**src/hw/rtl/bpir_pkg.sv**
```systemverilog
// Shared types and constants of the bi-phase IR frame decoder.
`timescale 1ns / 1ps
`default_nettype none

package bpir_pkg;

	localparam int DUR_W       = 16;
	localparam int CFG_W       = 16;
	localparam int CFG_ADDR_W  = 3;
	localparam int BITS_W      = 32;
	localparam int COUNT_W     = 6;
	localparam int HEADER_BITS = 10;
	localparam int ADDR_W      = 9;
	localparam int DATA_W      = 22;
	localparam int NBITS_W     = 5;

	// Configuration register indexes.
	typedef enum logic [CFG_ADDR_W-1:0] {
		REG_SHORT_MIN_A = 3'd0,
		REG_SHORT_MAX_A = 3'd1,
		REG_LONG_MIN_A  = 3'd2,
		REG_LONG_MAX_A  = 3'd3,
		REG_SHORT_MIN_B = 3'd4,
		REG_SHORT_MAX_B = 3'd5,
		REG_LONG_MIN_B  = 3'd6,
		REG_LONG_MAX_B  = 3'd7
	} reg_idx_t;

	typedef enum logic [2:0] {
		ST_OK       = 3'd0,
		ST_BAD_LEN  = 3'd1,
		ST_NO_EDGE  = 3'd2,
		ST_FEW      = 3'd3,
		ST_OVERFLOW = 3'd4
	} status_t;

	// One set of pulse-length windows, bounds inclusive.
	typedef struct packed {
		logic [DUR_W-1:0] short_lo;
		logic [DUR_W-1:0] short_hi;
		logic [DUR_W-1:0] long_lo;
		logic [DUR_W-1:0] long_hi;
	} window_t;

	// Decoder state; pend[1] means a half-bit is held, pend[0] is its level.
	typedef struct packed {
		logic [BITS_W-1:0]  bits;
		logic [COUNT_W-1:0] count;
		logic [1:0]         pend;
		status_t            err;
	} dec_state_t;

	// Result item, status in the lowest bits.
	typedef struct packed {
		logic [DATA_W-1:0]  data_word;
		logic [ADDR_W-1:0]  address_word;
		logic [NBITS_W-1:0] bit_count;
		logic               used_secondary;
		status_t            status;
	} result_t;

endpackage

`default_nettype wire

```
**src/hw/rtl/bpir_dec.sv**
```systemverilog
// One bi-phase decoder lane: pulse to half-bits, half-bit pairs to data bits.
`timescale 1ns / 1ps
`default_nettype none

module bpir_dec #(
	parameter int MAX_HALF_BITS = 64
) (
	input  wire logic                        clk,
	input  wire logic                        arst_n,
	input  wire logic                        step,
	input  wire logic                        start,
	input  wire logic                        last,
	input  wire logic [bpir_pkg::DUR_W-1:0]  duration,
	input  wire logic                        level,
	input  wire bpir_pkg::window_t           win,
	output bpir_pkg::dec_state_t             res
);

	bpir_pkg::dec_state_t state_q;
	bpir_pkg::dec_state_t base;
	bpir_pkg::dec_state_t fed;
	bpir_pkg::dec_state_t fin;

	function automatic logic is_final(bpir_pkg::status_t e);
		return (e == bpir_pkg::ST_BAD_LEN) || (e == bpir_pkg::ST_OVERFLOW);
	endfunction

	function automatic bpir_pkg::dec_state_t push_half(bpir_pkg::dec_state_t s, logic lvl);
		logic [bpir_pkg::COUNT_W:0] total;
		bpir_pkg::dec_state_t r;
		r = s;
		total = {s.count, s.pend[1]};
		if (!is_final(s.err)) begin
			if (total >= (bpir_pkg::COUNT_W+1)'(MAX_HALF_BITS)) begin
				r.err = bpir_pkg::ST_OVERFLOW;
			end else if (s.pend[1]) begin
				if (s.pend[0] == lvl) begin
					if (s.err == bpir_pkg::ST_OK) r.err = bpir_pkg::ST_NO_EDGE;
				end else if (s.err == bpir_pkg::ST_OK) begin
					r.bits = {s.bits[bpir_pkg::BITS_W-2:0], s.pend[0]};
				end
				r.count = s.count + bpir_pkg::COUNT_W'(1);
				r.pend  = 2'b00;
			end else begin
				r.pend = {1'b1, lvl};
			end
		end
		return r;
	endfunction

	function automatic bpir_pkg::dec_state_t feed(bpir_pkg::dec_state_t s,
			logic [bpir_pkg::DUR_W-1:0] d, logic lvl, bpir_pkg::window_t w);
		bpir_pkg::dec_state_t r;
		r = s;
		if (!is_final(s.err)) begin
			if (d >= w.short_lo && d <= w.short_hi) begin
				r = push_half(s, lvl);
			end else if (d >= w.long_lo && d <= w.long_hi) begin
				r = push_half(push_half(s, lvl), lvl);
			end else begin
				r.err = bpir_pkg::ST_BAD_LEN;
			end
		end
		return r;
	endfunction

	always_comb begin
		base = start ? '0 : state_q;
		fed  = feed(base, duration, level, win);
		fin  = fed;
		// An odd final mark is closed with a space.
		if (fin.pend[1]) fin = push_half(fin, 1'b0);
		if (fin.err == bpir_pkg::ST_OK &&
		    fin.count < bpir_pkg::COUNT_W'(bpir_pkg::HEADER_BITS)) begin
			fin.err = bpir_pkg::ST_FEW;
		end
		res = fin;
	end

	always_ff @(posedge clk or negedge arst_n) begin
		if (!arst_n) begin
			state_q <= '0;
		end else if (step) begin
			state_q <= last ? '0 : fed;
		end
	end

endmodule

`default_nettype wire

```
**src/hw/rtl/bpir_fmt.sv**
```systemverilog
// Picks the decoder that supplies the result and splits its bits into fields.
`timescale 1ns / 1ps
`default_nettype none

module bpir_fmt (
	input  wire bpir_pkg::dec_state_t res_a,
	input  wire bpir_pkg::dec_state_t res_b,
	output bpir_pkg::result_t         result
);

	bpir_pkg::dec_state_t        sel;
	logic                        sec;
	logic [bpir_pkg::COUNT_W-1:0] nbits_w;
	logic [bpir_pkg::NBITS_W-1:0] nbits;
	logic [bpir_pkg::BITS_W-1:0]  shifted;
	logic [bpir_pkg::BITS_W-1:0]  mask;
	logic [bpir_pkg::BITS_W-1:0]  masked;

	always_comb begin
		sec = (res_a.err != bpir_pkg::ST_OK);
		sel = sec ? res_b : res_a;
		// A successful decode has at least the header bits and at most 32 bits.
		nbits_w = sel.count - bpir_pkg::COUNT_W'(bpir_pkg::HEADER_BITS);
		nbits   = nbits_w[bpir_pkg::NBITS_W-1:0];
		shifted = sel.bits >> nbits;
		mask    = (bpir_pkg::BITS_W'(1) << nbits) - bpir_pkg::BITS_W'(1);
		masked  = sel.bits & mask;

		result = '0;
		result.used_secondary = sec;
		result.status         = sel.err;
		if (sel.err == bpir_pkg::ST_OK) begin
			result.bit_count    = nbits;
			result.address_word = shifted[bpir_pkg::ADDR_W-1:0];
			result.data_word    = masked[bpir_pkg::DATA_W-1:0];
		end
	end

endmodule

`default_nettype wire

```
**src/hw/rtl/biphase_ir_frame_decoder.sv**
```systemverilog
// Top level of the bi-phase IR frame decoder.
// Usage: each input item on the s_ channel is one measured pulse. s_tdata holds
// its duration in ticks, s_tuser flags the first pulse of a frame (a mark) and
// s_tlast flags the last pulse of the frame. Marks and spaces alternate.
// Two decoder lanes, one with the primary and one with the secondary window
// set, run side by side on every pulse. The item with s_tlast produces exactly
// one result item on the m_ channel; all other items produce none.
// Timing: an item is taken into the input register and decoded by both lanes
// in the following cycle; a frame end loads the output register when it leaves
// the input register, and m_tvalid rises with that load.
// Throughput: one item per cycle but for the stall below; the decoder state and
// mark/space level updates are the only loops, and the output register lets
// pulses keep flowing while a result waits. A frame-end item waits in the input
// register while an earlier result is held by a stalled receiver; s_tready drops.
// Reset clears the lanes, the item and result valid flags, and loads the
// default timing windows. The cfg_ port writes one window bound per cycle and
// is meant to be used only while the block is idle.
`timescale 1ns / 1ps
`default_nettype none

module biphase_ir_frame_decoder #(
	parameter int MAX_HALF_BITS = 64
) (
	input  wire logic        clk,
	input  wire logic        arst_n,
	// Configuration write port.
	input  wire logic        cfg_we,
	input  wire logic [2:0]  cfg_addr,
	input  wire logic [15:0] cfg_wdata,
	// Pulse items.
	input  wire logic        s_tvalid,
	output logic             s_tready,
	input  wire logic [15:0] s_tdata,  // [15:0] duration
	input  wire logic        s_tuser,  // [0] frame_start
	input  wire logic        s_tlast,  // frame_end
	// Result items.
	output logic             m_tvalid,
	input  wire logic        m_tready,
	// [2:0] status, [3] used_secondary, [8:4] bit_count, [17:9] address_word,
	// [39:18] data_word
	output logic [39:0]      m_tdata
);

	bpir_pkg::window_t win_a_q;
	bpir_pkg::window_t win_b_q;

	logic                       valid_s1;
	logic [bpir_pkg::DUR_W-1:0] dur_s1;
	logic                       start_s1;
	logic                       last_s1;
	logic                       next_is_mark_q;
	logic                       level;
	logic                       adv;

	bpir_pkg::dec_state_t res_a;
	bpir_pkg::dec_state_t res_b;
	bpir_pkg::result_t    result;
	bpir_pkg::result_t    result_q;
	logic                 out_valid_q;

	// Configuration registers.
	always_ff @(posedge clk or negedge arst_n) begin
		if (!arst_n) begin
			win_a_q <= '{short_lo: 16'd4, short_hi: 16'd10,
				long_lo: 16'd11, long_hi: 16'd16};
			win_b_q <= '{short_lo: 16'd2, short_hi: 16'd6,
				long_lo: 16'd7, long_hi: 16'd11};
		end else if (cfg_we) begin
			unique case (bpir_pkg::reg_idx_t'(cfg_addr))
				bpir_pkg::REG_SHORT_MIN_A: win_a_q.short_lo <= cfg_wdata;
				bpir_pkg::REG_SHORT_MAX_A: win_a_q.short_hi <= cfg_wdata;
				bpir_pkg::REG_LONG_MIN_A:  win_a_q.long_lo  <= cfg_wdata;
				bpir_pkg::REG_LONG_MAX_A:  win_a_q.long_hi  <= cfg_wdata;
				bpir_pkg::REG_SHORT_MIN_B: win_b_q.short_lo <= cfg_wdata;
				bpir_pkg::REG_SHORT_MAX_B: win_b_q.short_hi <= cfg_wdata;
				bpir_pkg::REG_LONG_MIN_B:  win_b_q.long_lo  <= cfg_wdata;
				bpir_pkg::REG_LONG_MAX_B:  win_b_q.long_hi  <= cfg_wdata;
				default: ;
			endcase
		end
	end

	// The item in the input register moves on unless it ends a frame and the
	// result register is still held by the receiver.
	assign adv      = valid_s1 && (!last_s1 || !out_valid_q || m_tready);
	assign s_tready = !valid_s1 || adv;

	always_ff @(posedge clk or negedge arst_n) begin
		if (!arst_n) begin
			valid_s1 <= 1'b0;
		end else if (s_tready) begin
			valid_s1 <= s_tvalid;
		end
	end

	always_ff @(posedge clk) begin
		if (s_tvalid && s_tready) begin
			dur_s1   <= s_tdata;
			start_s1 <= s_tuser;
			last_s1  <= s_tlast;
		end
	end

	// A frame start forces a mark; after each pulse the level flips, and a
	// frame end makes the next pulse a mark again.
	assign level = start_s1 ? 1'b1 : next_is_mark_q;

	always_ff @(posedge clk or negedge arst_n) begin
		if (!arst_n) begin
			next_is_mark_q <= 1'b1;
		end else if (adv) begin
			next_is_mark_q <= last_s1 ? 1'b1 : ~level;
		end
	end

	bpir_dec #(.MAX_HALF_BITS(MAX_HALF_BITS)) u_dec_a (
		.clk      (clk),
		.arst_n   (arst_n),
		.step     (adv),
		.start    (start_s1),
		.last     (last_s1),
		.duration (dur_s1),
		.level    (level),
		.win      (win_a_q),
		.res      (res_a)
	);

	bpir_dec #(.MAX_HALF_BITS(MAX_HALF_BITS)) u_dec_b (
		.clk      (clk),
		.arst_n   (arst_n),
		.step     (adv),
		.start    (start_s1),
		.last     (last_s1),
		.duration (dur_s1),
		.level    (level),
		.win      (win_b_q),
		.res      (res_b)
	);

	bpir_fmt u_fmt (
		.res_a  (res_a),
		.res_b  (res_b),
		.result (result)
	);

	// Result register.
	always_ff @(posedge clk or negedge arst_n) begin
		if (!arst_n) begin
			out_valid_q <= 1'b0;
		end else if (adv && last_s1) begin
			out_valid_q <= 1'b1;
		end else if (m_tready) begin
			out_valid_q <= 1'b0;
		end
	end

	always_ff @(posedge clk) begin
		if (adv && last_s1) begin
			result_q <= result;
		end
	end

	assign m_tvalid = out_valid_q;
	assign m_tdata  = result_q;

	// A frame end that leaves the input register always yields a result.
	a_result_follows: assert property (@(posedge clk) disable iff (!arst_n)
		adv && last_s1 |=> out_valid_q)
		else $error("frame end produced no result");

	// A new result only appears after a frame end was decoded.
	a_result_cause: assert property (@(posedge clk) disable iff (!arst_n)
		$rose(out_valid_q) |-> $past(adv && last_s1))
		else $error("result appeared without a frame end");

	// The pulse after a frame end is taken as a mark.
	a_mark_after_end: assert property (@(posedge clk) disable iff (!arst_n)
		adv && last_s1 |=> next_is_mark_q)
		else $error("level not returned to mark after frame end");

	// A primary-lane result is always a successful decode.
	a_primary_ok: assert property (@(posedge clk) disable iff (!arst_n)
		out_valid_q && !result_q.used_secondary |-> result_q.status == bpir_pkg::ST_OK)
		else $error("primary result with error status");

endmodule

`default_nettype wire
```
**config.mk**
```make
export PLATFORM = sky130hd
export DESIGN_NAME = biphase_ir_frame_decoder
export DESIGN_NICKNAME = d
export VERILOG_FILES = /design/src/hw/rtl/bpir_pkg.sv /design/src/hw/rtl/bpir_dec.sv /design/src/hw/rtl/bpir_fmt.sv /design/src/hw/rtl/biphase_ir_frame_decoder.sv
export SDC_FILE = /design/constraint.sdc
export NUM_CORES = 1
export LEC_CHECK = 0
export BUFFER_PORTS_ARGS = -buffer_cell sky130_fd_sc_hd__buf_2
export CAP_MARGIN = 10
export CORE_ASPECT_RATIO = 1.4
export CORE_MARGIN = 5
export CORE_UTILIZATION = 45
export DETAILED_ROUTE_END_ITERATION = 7
export PLACE_DENSITY = 0.6
export SETUP_SLACK_MARGIN = 0.4
export SYNTH_ARGS = -nofsm -noshare
export SYNTH_HDL_FRONTEND = slang
export SYNTH_HIERARCHICAL = 1
export SYNTH_SLANG_ARGS = --single-unit
```
**constraint.sdc**
```tcl
create_clock -name clk -period 6.9 [get_ports clk]
set_input_delay 0.345 -clock clk [delete_from_list [all_inputs] [get_ports clk]]
set_output_delay 0.345 -clock clk [all_outputs]
set_load 0.02 [all_outputs]
```
Yosys cells after proc, flatten, opt, wreduce, memory -nomap -nowiden --
Cells that the tools add are included.
Cells by class: shift operators 2, reduce and logical (&&, ||, !) cells 41, multiply operators 0, divide/modulo/power cells 0, multiplexer cells 79, add/sub/neg operators 8, equal/unequal tests 23, magnitude comparators 16, bitwise logic cells 2
Operators with widths (count):
- 43-bit two-way mux | 21
- 32-bit two-way mux | 12
- 40-bit two-way mux | 8
- 38-bit two-way mux | 4
- 3-bit two-way mux | 26
- 16-bit >= comparator | 4
- 16-bit less-or-equal comparator | 4
- 7-bit >= comparator (second input constant) | 6
- 6-bit by 1-bit adder with 6-bit output (second input constant) | 6
- 32-bit by 5-bit >> shifter with 9-bit output | 1
- 3-bit == test (second input constant) | 10
- 3-bit zero test | 10
- 22-bit AND | 1
- 1-bit by 5-bit << shifter with 22-bit output (first input constant) | 1
- 22-bit by 2-bit subtractor with 22-bit output (second input constant) | 1
- 3-bit by 1-bit == test with 1-bit output (second input constant) | 7
- 2-bit AND reduction | 8
- 6-bit by 4-bit less-than comparator with 1-bit output (second input constant) | 2
- 1-bit logical AND | 9
- 1-bit logical OR | 9
- 2-bit two-way mux | 4
- 3-bit by 2-bit == test with 1-bit output (second input constant) | 2
- 5-bit by 4-bit subtractor with 5-bit output (second input constant) | 1
- 1-bit == test | 4
- 5 further kinds | 10
Storage, ports and cells: output and inout bits 42, memory bits (read-only) 0, bits in writable memories 0, word-level logic and storage cells 198, memories kept 0, register bits 275, input port bits 42, bits in latches 0

Logic depth before layout (Yosys ltp) --
Gate-level depths: netlist of the first run.
word-level depth 33, mapped depth 31, depth with buffers taken out 27

Modules after synthesis --
Netlist of the first run, hierarchy kept.
By module, submodules not included:
- biphase_ir_frame_decoder | cells each 353, sequential area each 5041.1 µm², area each 6837.8 µm², instances 1
- bpir_dec at u_dec_b | cells each 611, sequential area each 1076.0 µm², area each 5128.7 µm², instances 1
- bpir_dec at u_dec_a | cells each 624, sequential area each 1076.0 µm², area each 5113.7 µm², instances 1
- bpir_fmt | cells each 490, sequential area each 0.0 µm², area each 3646.0 µm², instances 1

Least setup slack after synthesis of the first run --
OpenSTA, ideal clock, no wires.
path kind register -> register, start register dur_s1[10] (netlist bit), end register result_q (netlist bit m_tdata[26]), data pin, arrival 6.109 ns, required time 6.733 ns, setup time 0.167 ns, clock period less this slack 6.276 ns, buffers on the path 3, stages on the path, launching flop included 28, path slack 0.624 ns, cells stage by stage edfxtp_1 ha_1 nand4_1 or4_1 o221ai_1 a22o_1 dlymetal6s2s_1 o21ai_0 a221oi_2 inv_2 ha_1 nor4bb_1 a31o_2 and2_1 a41o_1 nor3_4 inv_4 buf_6 mux2i_4 xnor2_1 nand3_1 ha_1 clkbuf_1 inv_1 nand4_1 a21oi_1 o21ai_1 a211oi_1
RTL lines:
- start, declared | line biphase_ir_frame_decoder.sv:48 | logic [bpir_pkg::DUR_W-1:0] dur_s1;
- start signal, assigned | line biphase_ir_frame_decoder.sv:98 | dur_s1 <= s_tdata;
- end signal, assigned | line biphase_ir_frame_decoder.sv:159 | result_q <= result;
- end, declared | line biphase_ir_frame_decoder.sv:58 | bpir_pkg::result_t result_q;

==> reports/results.txt, run 1 <==
Worst r2r path cells - 23
Fin crit period - 6270 ps
Cell Chain, Critical Path - buf_4 -> ha_1 -> nand4_1 -> a211oi_1 -> o41ai_1 -> buf_4 -> a21o_1 -> a21oi_1 -> buf_4 -> nand2_1 -> o221ai_1 -> inv_1 -> ha_1 -> inv_1 -> nor2_1 -> xnor2_2 -> buf_12 -> xor2_1 -> a211o_1 -> and2_1 -> o221ai_1 -> a31o_2 -> and3_1
Dpl cells - 2748
Worst-path clk slew - 60 ps
Layout Cells excl Fill - 2853
Reg-to-reg endpoint - m_tdata[10]
Fmax - 160 MHz
CTS Sinks - 275
I/O pins - 84
Final Core Density - 51.8%
Most used cell along the critical path - buf_4
Die area - 0.0504 mm^2
Core Region - 0.0457 mm^2
Setup-failing EPs final - 0
Status - completed
CP max stage delay - 530 ps
Initial Util - 45.2%
Hold Crit Class - input port to flop
Crit Path Class - flop to flop
Initial antenna violation count - 0
WP data required - 7220 ps
Dpl hpwl - 52100 um
Syn Area/Cell - 9.99 um^2
Num CTS Buffers - 30
Max-capacitance violation count - 0
Row cnt - 93
Max Clock Skew - 22.7 ps
Area growth, synth to finish - 14.4%
Length of routed met3 wiring - 2780 um
Synth warn - 6
Max rail drop VDD - 0.000263 V
RSZ-0062 raised after global routing - yes
WL/cell - 24.1 um
Hold depth - 2
Die height - 264 um
H-tree levels - 1
Final ANT Viol Nets - 0
Syn nets - 2248
Worst Hold Endpoint - win_a_q[56]
DR pass1 iterations - 5
Buffers on Ports - 83
Post-layout net count - 2389
Worst setup SP type - flop
Fin crit share - 90.8%
Final TNS setup - 0 ps
First-pass GRT wire length - 105000 um
Met2 routed WL - 35600 um
CTS Buffer Depth - 3
Vias per inst - 6.05
Ant. Diodes - 0
Via Count - 17252
Layout cells sized above 1 - 24.2%
WL met1 - 24900 um
Slew Viols, Final - 0
Hold slack - 113 ps
Clk Latency, worst-skew pair - 590 ps
PwrDens - 364 mW/mm^2
Worst-path fanout max - 16
Final Hold Viols - 0
Vias in the first global route - 17546
GPL Wtd Cong - 1.00
R2r startpoint - dur_s1[10]
Mapped Cells - 2071
Max layer used - met4
Slew @ Worst Pin - 1080 ps
Root Driver - clkbuf_16
Worst path slowest cell - xor2_1
Critical path endpoint category - flop
CTS tree - yes
Rel. slew slack - 28.0%
CP arrival - 6590 ps
Leak Pwr - 10.6 nW
Post-Syn Area - 0.0207 mm^2
Pin count of the biggest net entering global routing - 155
GRT Total Usage - 26.6%
Initial drt markers - 1207
Drc violations - 0
Final WL - 68800 um
Remaining Overflow, GRT - 0
Reg2reg setup slack - 630 ps
Hold Crit Start - cfg_wdata[8]
Die X-Extent - 191 um
-- how the worst max path moves through the flow --
stage               cells past startpoint  slack, ps  startpoint           to
floorplan                              27        620  dur_s1[10]  m_tdata[26]
global placement                       18        410  dur_s1[11]  m_tdata[21]
detailed placement                     19        220  dur_s1[14]  m_tdata[21]
CTS                                    21        440  dur_s1[15]  m_tdata[36]
global route                           24        340  dur_s1[14]  m_tdata[26]
finish                                 23        630  dur_s1[10]  m_tdata[10]
-- per-stage QoR --
step	setup slack [ps]	instance area [um^2]	power, W
2_1_floorplan	624	20700	0.00530
3_3_place_gp	407	22100	0.00672
3_5_place_dp	216	22100	0.00672
4_1_cts	441	23300	0.00844
5_1_grt	343	23700	0.00906
6_report	634	23700	0.00861
-- layout by cell type (no fill, tap or decap), types with 82 or more instances in the layout --
cell     instances
dfrtp_1        200
buf_2           82
mux2_2         138
buf_4          114
ha_1           134
nand2_1        139
nor2_1          98
inv_1          175
a21oi_1         87
mux2i_1        173
-- report_power, final --
part	internal [W]	total (W)	switching [W]
clock network	0.000972	0.00167	0.000701
logic	0.00186	0.00484	0.00299
registers	0.00194	0.00209	0.000152
-- critical path, delay by kind of cell (launching register included) --
family / cells / cell delay [ps]
adders and majority gates: 2 / 550
and+or+nand+nor: 5 / 1060
DFF: 1 / 430
AOI/OAI and AO/OA: 8 / 2050
xor gates and xnor gates: 2 / 820
buffers and inverters: 6 / 1050
-- final cells by class --
type	count	area, um^2
clock buffer	38	832
clock inverter	18	199
fill	4260	22100
inverter	177	667
multi-input combinational	1501	12300
sequential	275	7190
tap	617	772
timing repair buffer	227	1680
-- per-layer routing --
metal / GRT usage [%] / up-vias
met2: 48.3 / 588
met5: 0 / -
met1: 29.4 / 8497
met3: 2.54 / 202
li1: - / 7965
met4: 17.1 / 0
-- registers in the layout (all words and copies together), names as in the netlist --
signal / cells
m_tdata: 40
win_b_q: 64
valid_s1: 1
u_dec_a/state_q: 43
win_a_q: 64
m_tvalid: 1
start_s1: 1
last_s1: 1
u_dec_b/state_q: 43
dur_s1: 16
next_is_mark_q: 1
-- what timing repair did --
item | CTS | global route
resized for setup | 3 | 22
endpoints found under the setup margin | 15 | 27
cloned | 0 | 2
hold endpoints to repair | 67 | 0
hold buffers | 20 | 0
buffers inserted | 0 | 27
pin swaps | 1 | 4
Power figures use the tool's default switching activity.
==> run 2, diff against run 1 <==
==> constraint.sdc (replaced) <==
create_clock -name clk -period 6.9 [get_ports clk]
set_input_delay 0 -clock clk [delete_from_list [all_inputs] [get_ports clk]]
set_output_delay 0 -clock clk [all_outputs]
set_load 0.02 [all_outputs]
==> run 2 against run 1 <==
Fmax down 0.33%; clock power about the same; cell count up 0.67%; highest routed layer unchanged; flip-flop and latch count unchanged; clock skew up 1.6 ps; largest cell class unchanged; combinational power about the same; global-route usage up 0.11 points; utilization up 0.45 points.
==> reports/results.txt, run 2 (synthesis results as in run 1) <==
Core Region - 0.0457 mm^2
Die X-Extent - 191 um
Initial antenna violation count - 0
Cell Chain, Critical Path - ha_1 -> nand4_1 -> or4_1 -> or3_4 -> a22oi_2 -> buf_6 -> a211oi_1 -> o22a_1 -> a311oi_4 -> buf_4 -> a31o_2 -> and2_1 -> a32o_1 -> nor3_4 -> buf_4 -> inv_4 -> buf_16 -> mux2i_4 -> buf_4 -> mux4_2 -> nand3_1 -> nand3_1 -> o22ai_1
Reg-to-reg endpoint - m_tdata[11]
Vias per inst - 6.02
WP data required - 7310 ps
Fmax - 159 MHz
Max-capacitance violation count - 0
Slew @ Worst Pin - 1090 ps
Drc violations - 0
Worst r2r path cells - 23
Dpl hpwl - 52100 um
Worst path slowest cell - mux4_2
Vias in the first global route - 17604
Area growth, synth to finish - 15.4%
Reg2reg setup slack - 610 ps
WL/cell - 24.1 um
CP max stage delay - 540 ps
Levels on crit path - 23
GRT Total Usage - 26.7%
Critical Path Start - dur_s1[14]
Pin count of the biggest net entering global routing - 155
Crit Path Class - flop to flop
CTS Buffer Depth - 3
PwrDens - 361 mW/mm^2
Die height - 264 um
Row cnt - 93
Die area - 0.0504 mm^2
H-tree levels - 1
Ant. Diodes - 0
Status - completed
Worst-path clk slew - 60 ps
Final Hold Viols - 0
CTS Sinks - 275
Initial drt markers - 1138
Initial Util - 45.2%
CP bufs+invs - 6
Num CTS Buffers - 30
Slew Viols, Final - 0
R2r startpoint - dur_s1[14]
CP arrival - 6700 ps
Top Family by Delay on Critical Path - compound AO/OA/AOI/OAI gates
Leak Pwr - 10.6 nW
Post-layout net count - 2408
DR pass1 iterations - 5
Final TNS setup - 0 ps
Root Driver - clkbuf_16
Buffers on Ports - 83
Final Core Density - 52.2%
Remaining Overflow, GRT - 0
Worst setup SP type - flop
Clk Latency, worst-skew pair - 590 ps
Most common cell after layout, fill and taps aside - dfrtp_1
Setup-failing EPs final - 0
CTS tree - yes
Rel. slew slack - 26.9%
Final ANT Viol Nets - 0
Via Count - 17296
Most used cell along the critical path - buf_4
Max rail drop VDD - 0.000261 V
GPL Wtd Cong - 1.00
Filler instances - 4232
Hold Crit Class - input port to asynchronous set/reset pin
Worst-path fanout max - 27
First-pass GRT wire length - 105000 um
Fin crit period - 6290 ps
I/O pins - 84
Max Clock Skew - 24.3 ps
Commonest cells after routing, fill and taps aside - 200 x dfrtp_1, 175 x inv_1, 173 x mux2i_1, 139 x nand2_1, 138 x mux2_2
Regs by FF count - win_a_q: 64 flops, win_b_q: 64 flops
Worst setup endpoint - m_tdata[11]
Fin crit share - 91.1%
Final WL - 69100 um
RSZ-0062 raised after global routing - yes
Critical path endpoint category - flop
Layout cells sized above 1 - 24.0%
[run 2: changes by cell type in the layout (fill, tap and decap cells not counted), sizes merged]
cell	change
buf	+1
dlygate4sd3	+18
[run 2: worst reg2reg max path, cell delays in order (launching register included)]
cell and delay (ps):
edfxtp_1 510, ha_1 380, nand4_1 160, or4_1 490, or3_4 400, a22oi_2 260
buf_6 200, a211oi_1 70, o22a_1 260, a311oi_4 480, buf_4 200, a31o_2 130
and2_1 170, a32o_1 270, nor3_4 60, buf_4 170, inv_4 160, buf_16 250
mux2i_4 390, buf_4 180, mux4_2 540, nand3_1 110, nand3_1 70, o22ai_1 190
[run 2: worst min path at each step]
stage            from          end  slack (ps)
2_1_floorplan  arst_n     m_tvalid        -300
6_report       arst_n  win_b_q[33]          50
3_5_place_dp   arst_n  win_b_q[50]         -20
3_3_place_gp   arst_n  win_b_q[50]         -20
4_1_cts        arst_n   win_b_q[0]          20
5_1_grt        arst_n  win_b_q[17]          50
[run 2: routing by layer]
layer	global-route usage, %	up-vias	wire length (um)
li1	-	8007	-
met1	29.4	8495	25200
met2	48.3	581	35500
met3	2.70	213	2640
met4	17.7	0	5780
met5	0	-	0
[run 2: per-stage QoR]
step | hold slack [ps] | power (W) | setup slack [ps] | instance area [um^2] | std cells
floorplan | -296 | 0.00530 | 624 | 20700 | 2071
global placement | -21.5 | 0.00672 | 407 | 22100 | 2748
detailed placement | -16.8 | 0.00672 | 216 | 22100 | 2748
CTS | 25.0 | 0.00845 | 441 | 23500 | 2843
global route | 53.5 | 0.00908 | 343 | 23900 | 2872
finish | 53.3 | 0.00863 | 613 | 23900 | 2872
[run 2: final cells by class]
cell class / instances / area, um^2 / area share, %
clock buffer: 38 / 832 / 3.48
inverter: 177 / 667 / 2.79
multi-input combinational: 1501 / 12300 / 51.6
clock inverter: 18 / 199 / 0.833
sequential: 275 / 7190 / 30.1
timing repair buffer: 246 / 1890 / 7.91
tap: 617 / 772 / 3.23
[run 2: power breakdown]
part / total, W / switching, W / internal (W) / leakage, nW
Sequential: 0.00209 / 0.000152 / 0.00194 / 3.30
Combinational: 0.00486 / 0.00299 / 0.00187 / 6.85
Clock: 0.00167 / 0.000702 / 0.000972 / 0.505
Total: 0.00863 / 0.00385 / 0.00478 / 10.6
[run 2: timing repair]
action                                 CTS  global route
hold buffers                            39             0
setup endpoints to repair               15            27
gates resized for setup                  3            22
pin swaps                                1             4
buffers inserted                         0            27
endpoints found under the hold margin  212             0
cloned                                   0             2
